`config.mk`:
```
export PLATFORM = sky130hd
export DESIGN_NAME = serial_frame_receiver
export DESIGN_NICKNAME = d
export VERILOG_FILES = /design/src/design/sfr_pkg.sv /design/src/design/sfr_deframer.sv /design/src/design/serial_frame_receiver.sv
export SDC_FILE = /design/constraint.sdc
export NUM_CORES = 1
export LEC_CHECK = 0
export BUFFER_PORTS_ARGS = -buffer_cell sky130_fd_sc_hd__buf_2
export CORE_ASPECT_RATIO = 0.7
export CORE_MARGIN = 4
export CORE_UTILIZATION = 35
export DETAILED_ROUTE_END_ITERATION = 16
export PLACE_DENSITY = 0.63
export SLEW_MARGIN = 40
export SYNTH_ARGS = -nofsm -noshare
export SYNTH_HDL_FRONTEND = slang
export SYNTH_SLANG_ARGS = --single-unit
```
`constraint.sdc`:
```
create_clock -name clk -period 5.2 [get_ports clk]
set_clock_uncertainty 0.1 [all_clocks]
set_input_delay 0.78 -clock clk [delete_from_list [all_inputs] [get_ports clk]]
set_output_delay 0.78 -clock clk [all_outputs]
set_load 0.01 [all_outputs]
```
`src/design/sfr_pkg.sv`:
```
// ----------------------------------------------------------------------------
// sfr_pkg
// Shared types and constants for the serial frame receiver: phase and status
// codes, register indexes, reset values and the result record.
// ----------------------------------------------------------------------------
package sfr_pkg;

    localparam int ByteW      = 8;
    localparam int CfgIndexW  = 2;
    localparam int StatusW    = 2;
    localparam int ResDataW   = 112;

    // Register reset values
    localparam logic [ByteW-1:0] DefMaxLen = 8'd64;
    localparam logic [ByteW-1:0] DefStart  = 8'hFD;
    localparam logic [ByteW-1:0] DefEnd    = 8'hFE;

    // Shortest length byte that still holds start, length, checksum and end
    localparam logic [ByteW-1:0] MinLen    = 8'd4;

    // Configuration register indexes
    localparam logic [CfgIndexW-1:0] CFG_MAX_LEN = 2'd0;
    localparam logic [CfgIndexW-1:0] CFG_START   = 2'd1;
    localparam logic [CfgIndexW-1:0] CFG_END     = 2'd2;

    typedef enum logic [1:0] {
        PH_HUNT = 2'd0,
        PH_LEN  = 2'd1,
        PH_BODY = 2'd2
    } phase_t;

    typedef enum logic [StatusW-1:0] {
        ST_OK      = 2'd0,
        ST_BAD_END = 2'd1,
        ST_BAD_SUM = 2'd2,
        ST_BAD_LEN = 2'd3
    } status_t;

    typedef struct packed {
        logic [ByteW-1:0] max_frame_len;
        logic [ByteW-1:0] start_byte;
        logic [ByteW-1:0] end_byte;
    } cfg_t;

    typedef struct packed {
        status_t          frame_status;
        logic [ByteW-1:0] frame_len;
        logic [ByteW-1:0] command;
        logic [ByteW-1:0] ret_code;
        logic [31:0]      version;
        logic [ByteW-1:0] func_id;
        logic [15:0]      label_id;
        logic [ByteW-1:0] box_x;
        logic [ByteW-1:0] box_y;
        logic [ByteW-1:0] box_w;
        logic [ByteW-1:0] box_h;
    } result_t;

endpackage

```
`src/design/sfr_deframer.sv`:
```
// ----------------------------------------------------------------------------
// sfr_deframer
// Frame parser: hunts for the start byte, checks length, sums the body,
// captures fields at fixed offsets and reports one result at frame end or on a bad length byte.
// ----------------------------------------------------------------------------
module sfr_deframer
    import sfr_pkg::*;
(
    input  logic             clk,
    input  logic             rst_n,
    input  logic             step,
    input  logic [ByteW-1:0] rx_byte,
    input  cfg_t             cfg,
    output logic             res_valid,
    output result_t          res
);

    phase_t           phase_reg, phase_next;
    logic [ByteW-1:0] index_reg, index_next;
    logic [ByteW-1:0] exp_len_reg, exp_len_next;
    logic [ByteW-1:0] sum_reg, sum_next;
    logic             matched_reg, matched_next;
    logic [ByteW-1:0] command_reg, command_next;
    logic [ByteW-1:0] ret_code_reg, ret_code_next;
    logic [31:0]      version_reg, version_next;
    logic [ByteW-1:0] func_id_reg, func_id_next;
    logic [15:0]      label_id_reg, label_id_next;
    logic [ByteW-1:0] box_reg  [4];
    logic [ByteW-1:0] box_next [4];

    logic [ByteW:0]   idx_p1;
    logic [ByteW:0]   idx_p2;
    logic [ByteW:0]   idx_p3;
    logic [ByteW:0]   n_ext;
    status_t          status;

    assign idx_p1 = {1'b0, index_reg} + 9'd1;
    assign idx_p2 = {1'b0, index_reg} + 9'd2;
    assign idx_p3 = {1'b0, index_reg} + 9'd3;
    assign n_ext  = {1'b0, exp_len_reg};

    always_comb
    begin
        phase_next    = phase_reg;
        index_next    = index_reg;
        exp_len_next  = exp_len_reg;
        sum_next      = sum_reg;
        matched_next  = matched_reg;
        command_next  = command_reg;
        ret_code_next = ret_code_reg;
        version_next  = version_reg;
        func_id_next  = func_id_reg;
        label_id_next = label_id_reg;
        for (int k = 0; k < 4; k++)
        begin
            box_next[k] = box_reg[k];
        end
        res_valid = 1'b0;
        status    = ST_OK;

        case (phase_reg)
            PH_HUNT:
            begin
                if (rx_byte == cfg.start_byte)
                begin
                    command_next  = '0;
                    ret_code_next = '0;
                    version_next  = '0;
                    func_id_next  = '0;
                    label_id_next = '0;
                    for (int k = 0; k < 4; k++)
                    begin
                        box_next[k] = '0;
                    end
                    sum_next     = '0;
                    matched_next = 1'b0;
                    index_next   = 8'd1;
                    exp_len_next = '0;
                    phase_next   = PH_LEN;
                end
            end
            PH_LEN:
            begin
                exp_len_next = rx_byte;
                if (rx_byte > cfg.max_frame_len || rx_byte < MinLen)
                begin
                    res_valid  = 1'b1;
                    status     = ST_BAD_LEN;
                    phase_next = PH_HUNT;
                    index_next = '0;
                end
                else
                begin
                    sum_next   = rx_byte;
                    index_next = 8'd2;
                    phase_next = PH_BODY;
                end
            end
            PH_BODY:
            begin
                // Capture the byte at its fixed offset
                case (index_reg) inside
                    8'd2:        command_next  = rx_byte;
                    8'd3:        ret_code_next = rx_byte;
                    [8'd4:8'd7]: version_next[8*index_reg[1:0] +: 8] =
                                     version_reg[8*index_reg[1:0] +: 8] | rx_byte;
                    8'd8:        func_id_next  = rx_byte;
                    8'd10:       label_id_next[7:0]  = rx_byte;
                    8'd11:       label_id_next[15:8] = rx_byte;
                    [8'd12:8'd15]: box_next[index_reg[1:0]] = rx_byte;
                    default:     ;
                endcase

                if (idx_p3 <= n_ext)
                begin
                    sum_next = sum_reg + rx_byte;
                end
                else if (idx_p2 == n_ext)
                begin
                    matched_next = (sum_reg == rx_byte);
                end

                if (idx_p1 >= n_ext)
                begin
                    res_valid  = 1'b1;
                    if (rx_byte != cfg.end_byte)
                    begin
                        status = ST_BAD_END;
                    end
                    else if (!matched_next)
                    begin
                        status = ST_BAD_SUM;
                    end
                    else
                    begin
                        status = ST_OK;
                    end
                    phase_next = PH_HUNT;
                    index_next = '0;
                end
                else
                begin
                    index_next = idx_p1[ByteW-1:0];
                end
            end
            default:
            begin
                phase_next = PH_HUNT;
                index_next = '0;
            end
        endcase

        res.frame_status = status;
        res.frame_len    = (phase_reg == PH_LEN) ? rx_byte : exp_len_reg;
        res.command      = command_next;
        res.ret_code     = ret_code_next;
        res.version      = version_next;
        res.func_id      = func_id_next;
        res.label_id     = label_id_next;
        res.box_x        = box_next[0];
        res.box_y        = box_next[1];
        res.box_w        = box_next[2];
        res.box_h        = box_next[3];
    end

    always_ff @(posedge clk or negedge rst_n)
    begin
        if (!rst_n)
        begin
            phase_reg    <= PH_HUNT;
            index_reg    <= '0;
            exp_len_reg  <= '0;
            sum_reg      <= '0;
            matched_reg  <= 1'b0;
            command_reg  <= '0;
            ret_code_reg <= '0;
            version_reg  <= '0;
            func_id_reg  <= '0;
            label_id_reg <= '0;
            for (int k = 0; k < 4; k++)
            begin
                box_reg[k] <= '0;
            end
        end
        else if (step)
        begin
            phase_reg    <= phase_next;
            index_reg    <= index_next;
            exp_len_reg  <= exp_len_next;
            sum_reg      <= sum_next;
            matched_reg  <= matched_next;
            command_reg  <= command_next;
            ret_code_reg <= ret_code_next;
            version_reg  <= version_next;
            func_id_reg  <= func_id_next;
            label_id_reg <= label_id_next;
            for (int k = 0; k < 4; k++)
            begin
                box_reg[k] <= box_next[k];
            end
        end
    end

endmodule

```
`src/design/serial_frame_receiver.sv`:
```
// ----------------------------------------------------------------------------
// serial_frame_receiver
// Deframes a stream of received serial bytes (start, length, body, checksum,
// end) and delivers one status/field record per frame or bad length byte.
// ----------------------------------------------------------------------------
//
//  Channel   Dir  Handshake             Payload
//  s_axis    in   s_tvalid / s_tready   s_tdata[7:0] = rx_byte
//  m_axis    out  m_tvalid / m_tready   m_tuser = frame_status, m_tdata = fields
//  cfg       in   cfg_valid / cfg_ready cfg_index (0 max len, 1 start, 2 end),
//                                       cfg_data
//
//  Each byte is held in the input register and makes one pass through the
//  parser into the result register, one byte per cycle sustained unless a
//  result waits. The result register is the only place a stall backs up from:
//  while a result waits for m_tready the parser holds, the input register
//  keeps its one byte and s_tready drops until the result is taken. Reset
//  clears the parser to hunting with all captures zero and loads the default
//  register values.
//  cfg_ready is always high; write registers only while the block is idle.
// ----------------------------------------------------------------------------
module serial_frame_receiver
    import sfr_pkg::*;
#(
    parameter logic [ByteW-1:0] MAX_LEN_RST = DefMaxLen,
    parameter logic [ByteW-1:0] START_RST   = DefStart,
    parameter logic [ByteW-1:0] END_RST     = DefEnd
)
(
    input  logic                 clk,
    input  logic                 rst_n,

    input  logic                 s_tvalid,
    output logic                 s_tready,
    input  logic [ByteW-1:0]     s_tdata,      // [7:0] rx_byte

    output logic                 m_tvalid,
    input  logic                 m_tready,
    output logic [ResDataW-1:0]  m_tdata,      // [7:0] frame_len, [15:8] command,
                                               // [23:16] ret_code, [55:24] version,
                                               // [63:56] func_id, [79:64] label_id,
                                               // [87:80] box_x, [95:88] box_y,
                                               // [103:96] box_w, [111:104] box_h
    output logic [StatusW-1:0]   m_tuser,      // [1:0] frame_status

    input  logic                 cfg_valid,
    output logic                 cfg_ready,
    input  logic [CfgIndexW-1:0] cfg_index,
    input  logic [ByteW-1:0]     cfg_data
);

    // Configuration registers
    cfg_t             cfg_reg;

    // Input register
    logic             in_valid_reg;
    logic [ByteW-1:0] in_byte_reg;

    // Result register
    logic             out_valid_reg;
    result_t          out_res_reg;

    logic             advance;
    logic             res_valid;
    result_t          res;

    assign cfg_ready = 1'b1;

    always_ff @(posedge clk or negedge rst_n)
    begin
        if (!rst_n)
        begin
            cfg_reg.max_frame_len <= MAX_LEN_RST;
            cfg_reg.start_byte    <= START_RST;
            cfg_reg.end_byte      <= END_RST;
        end
        else if (cfg_valid)
        begin
            case (cfg_index)
                CFG_MAX_LEN: cfg_reg.max_frame_len <= cfg_data;
                CFG_START:   cfg_reg.start_byte    <= cfg_data;
                CFG_END:     cfg_reg.end_byte      <= cfg_data;
                default:     ;   // drop writes to unused indexes
            endcase
        end
    end

    // Advance the held byte when the result register can take what it makes
    assign advance  = in_valid_reg && (!out_valid_reg || m_tready);
    assign s_tready = !in_valid_reg || advance;

    always_ff @(posedge clk or negedge rst_n)
    begin
        if (!rst_n)
        begin
            in_valid_reg <= 1'b0;
        end
        else if (s_tready)
        begin
            in_valid_reg <= s_tvalid;
        end
    end

    always_ff @(posedge clk)
    begin
        if (s_tready && s_tvalid)
        begin
            in_byte_reg <= s_tdata;
        end
    end

    sfr_deframer u_deframer (
        .clk       (clk),
        .rst_n     (rst_n),
        .step      (advance),
        .rx_byte   (in_byte_reg),
        .cfg       (cfg_reg),
        .res_valid (res_valid),
        .res       (res)
    );

    // Result register: load on a finished frame or bad length byte, clear once taken
    always_ff @(posedge clk or negedge rst_n)
    begin
        if (!rst_n)
        begin
            out_valid_reg <= 1'b0;
        end
        else if (advance && res_valid)
        begin
            out_valid_reg <= 1'b1;
        end
        else if (m_tready)
        begin
            out_valid_reg <= 1'b0;
        end
    end

    always_ff @(posedge clk)
    begin
        if (advance && res_valid)
        begin
            out_res_reg <= res;
        end
    end

    assign m_tvalid = out_valid_reg;
    assign m_tuser  = out_res_reg.frame_status;
    assign m_tdata  = {out_res_reg.box_h,
                       out_res_reg.box_w,
                       out_res_reg.box_y,
                       out_res_reg.box_x,
                       out_res_reg.label_id,
                       out_res_reg.func_id,
                       out_res_reg.version,
                       out_res_reg.ret_code,
                       out_res_reg.command,
                       out_res_reg.frame_len};

endmodule

```
==> metrics.txt <==
status=complete, no violations; aggregate negative setup slack=0 ps; number of remaining DRC errors=0; fraction of the cycle the final worst path needs=about four fifths; total half-perimeter wirelength after legalization and detailed placement=between 20 and 30 mm; Crit Reg-Reg Endpoint=m_tdata[64]$_DFFE_PP_; vertical die dimension=roughly 180 um; initial detailed-routing violation count=963; slack of the worst reg-to-reg path=~940 ps; setup violators final=0; number of different library cells in the post-synthesis netlist=71; worst path cell trace=buf_4, ha_1, nand3_1, nor2_1, xor2_1, ha_1, and3_1, o2111ai_1, a2bb2oi_1, a21oi_1, o211a_4, buf_12; most crowded layer after global routing=met2; largest cells by area after synthesis=edfxtp_1 26%, dfrtp_1 25%, mux2i_1 5.6%; clock transition at the registers of the reported paths=about 60 ps; number of core rows=61; average instance area after synthesis=11.2 um^2; maximum cell stage delay along the critical path=640 ps; final antenna diode count=0; net count of the finished layout=about 1,400; Synth Register Bits=about 280; most frequently used flop master after synthesis=dfrtp_1; GPL Wtd Cong=about 0.90; vias in the first global route=a little over 10,000; share of synthesized flip-flops with an asynchronous set or reset=56.3%; GR met3 Demand/Resource=under 10%; met1 capacity usage during global routing=between 20% and 30%; maximum buffer depth of the clock tree=3; Peak VDD IR=about 0.23 mV; classification of the worst setup path=flip-flop to flip-flop; number of max-capacitance violations reported=0; fraction of layout instances using a drive strength above 1=between 10% and 20%; largest fanout of any net on the critical path=49; Worst path most repeated cell=ha_1; cell type with the highest aggregate area in the netlist=edfxtp_1; area of the die=around 43,000 um^2; dominant cell by count in the synthesized netlist=nand2_1; Num CTS Buffers=30; Worst-Margin Slew=between 700 and 800 ps; total area of multi-input combinational cells=slightly below 6000 um^2; wire length of the first global-routing pass=roughly 60 mm; relative slew slack=between 40% and 50%; Slowest cell on crit path=dfrtp_1; root buf cell=clkbuf_16; clock insertion delay at the later pin of the skew report=570 ps; power density over the cells=437 nW/um^2; initial antenna violation count=1; number of cells produced by synthesis=between 1,000 and 1,500; cts repair resizes=0; final standard cell utilization of the core=40.9%; CTS tree=yes; Max H-tree Level=1; I/O pin count=140; placeable core region=39,600 um^2; nature of the critical path startpoint=flip-flop; Post-CTS Hold Fix Bufs=0; synthesis-to-layout area growth=15.7%; CTS sink count=279; arrival time worst endpoint=around 4400 ps; Final Max Slew Viols=0; final hold vios=0; met2 Track Usage GR=approximately a quarter; width of the die=247 um; final critical-path required period=between 4000 and 5000 ps; share of the synthesized area in the top cell type=about a quarter; largest net degree at the start of global routing=78; via count=between 10,000 and 15,000; warning count from the yosys run=0; required time at the endpoint of the critical path=5350 ps; drt first pass iters=7; flip-flop count of the largest register, all copies and words added=112; static leakage power=6.92 nW; buffers inserted during post-CTS setup optimization=0; DRT antenna net count=0; fraction of the yosys area taken by sequential cells=54.3%; average vias per placed instance=5.40; fillcell total=~3,700; final wirelength=around 39 mm; Synth Net Count=1,319; f_max=0.235 GHz; Congestion Overflow GR=0; wire length per cell after detailed routing=around 20 um; total area of sequential cells=7610 um^2; worst r2r src=u_deframer.index_reg[0]$_DFFE_PN0P_; number of port buffers=138; total global routing track utilization=about 17%; Worst setup EP type=flip-flop; cells on worst reg2reg path=12; area of the mapped netlist=approximately 14,000 um^2; EDFF count, synth=122; class of the tightest hold or removal check=input port to asynchronous set/reset pin; effective utilization at floorplan=35.4%; unrepaired setup endpoints after global routing=no; top cell types by occurrence after synthesis=191 x nand2_1, 142 x dfrtp_1, 123 x o21ai_0, 122 x edfxtp_1, 81 x a22o_1
## cells by family (layout without fill, tap and decap cells)
family	Yosys count	in the layout	synth area share, %
AO/OA/AOI/OAI	332	332	16.2
buffers and inverters	119	255	3.46
AND/OR/NAND/NOR	326	326	10.8
other	1	1	0.0268
XOR/XNOR	39	39	2.44
adder cells (fa/ha/maj)	46	46	4.16
flip-flops	279	279	54.3
multiplexers	108	108	8.63
## layer usage
| layer | up-vias | wire [um] |
|---|---|---|
| met4 | 2 | 1090 |
| met2 | 314 | 17000 |
| met3 | 72 | 2790 |
| met1 | 5199 | 17600 |
| met5 | - | 13 |
| li1 | 4795 | - |
## cells in the final DEF, fill, tap and decap left out, drive strengths merged, types with 4 or more instances in the layout
cell type	count
nand2	194
nor2b	5
dfrtp	142
a31oi	4
ha	45
nand2b	8
nand3b	6
and3	6
o21ai	132
clkbuf	40
buf	157
inv	44
nor4	11
nor3	12
mux4	8
xor2	25
dfstp	15
a21o	4
edfxtp	122
o31ai	5
and2	4
a22o	81
or3	4
nor2	48
mux2	22
o2bb2ai	34
nand3	8
a21oi	35
xnor2	14
a21boi	5
a32o	4
mux2i	78
clkinv	11
nand4	10
## where the power goes
part	internal [mW]	switching, mW	leakage (nW)
Combinational	0.760	1.41	3.21
Sequential	2.64	0.211	3.27
Clock	1.14	0.900	0.450
Total	4.55	2.52	6.92
## per-stage QoR
| stage | total power, mW | cells | hold WS [ps] | setup WS, ps | instance area (um^2) |
|---|---|---|---|---|---|
| after floorplan | 4.35 | 1250 | 372 | 688 | 14000 |
| after global placement | 5.02 | 1865 | 396 | 1140 | 15300 |
| after detailed placement | 5.06 | 1865 | 404 | 957 | 15300 |
| after CTS | 7.13 | 1921 | 167 | 935 | 16200 |
| after global routing | 7.48 | 1921 | 182 | 599 | 16200 |
| final | 7.07 | 1921 | 121 | 943 | 16200 |
## worst max path at each step
| stage | start | endpoint | slack [ps] | cells after the start |
|---|---|---|---|---|
| 3_3_place_gp | u_deframer.index_reg[0]$_DFFE_PN0P_ | m_tdata[71]$_DFFE_PP_ | 1140 | 12 |
| 4_1_cts | u_deframer.index_reg[0]$_DFFE_PN0P_ | m_tdata[99]$_DFFE_PP_ | 930 | 12 |
| 5_1_grt | u_deframer.index_reg[0]$_DFFE_PN0P_ | m_tdata[64]$_DFFE_PP_ | 600 | 12 |
| 3_5_place_dp | u_deframer.index_reg[0]$_DFFE_PN0P_ | m_tdata[64]$_DFFE_PP_ | 960 | 12 |
| 6_report | u_deframer.index_reg[0]$_DFFE_PN0P_ | m_tdata[64]$_DFFE_PP_ | 940 | 12 |
| 2_1_floorplan | u_deframer.index_reg[0]$_DFFE_PN0P_ | m_tdata[0]$_DFFE_PP_ | 690 | 11 |
## cell type report
class                      count  area share (%)
tap                          535            4.13
clock inverter                17           0.749
clock buffer                  39            4.97
inverter                      41           0.950
multi-input combinational    852            36.7
timing repair buffer         158            5.47
sequential                   279            47.0
## worst max-delay path: cells and delay by family (launching register included)
| kind | cells | cell delay [ps] |
|---|---|---|
| AOI/OAI and AO/OA | 4 | 1170 |
| xor gates and xnor gates | 1 | 110 |
| adders and majority gates | 2 | 580 |
| buffers and inverters | 2 | 610 |
| DFF | 1 | 640 |
| and+or+nand+nor | 3 | 670 |
Note: power is estimated with default switching activity, not from simulation.
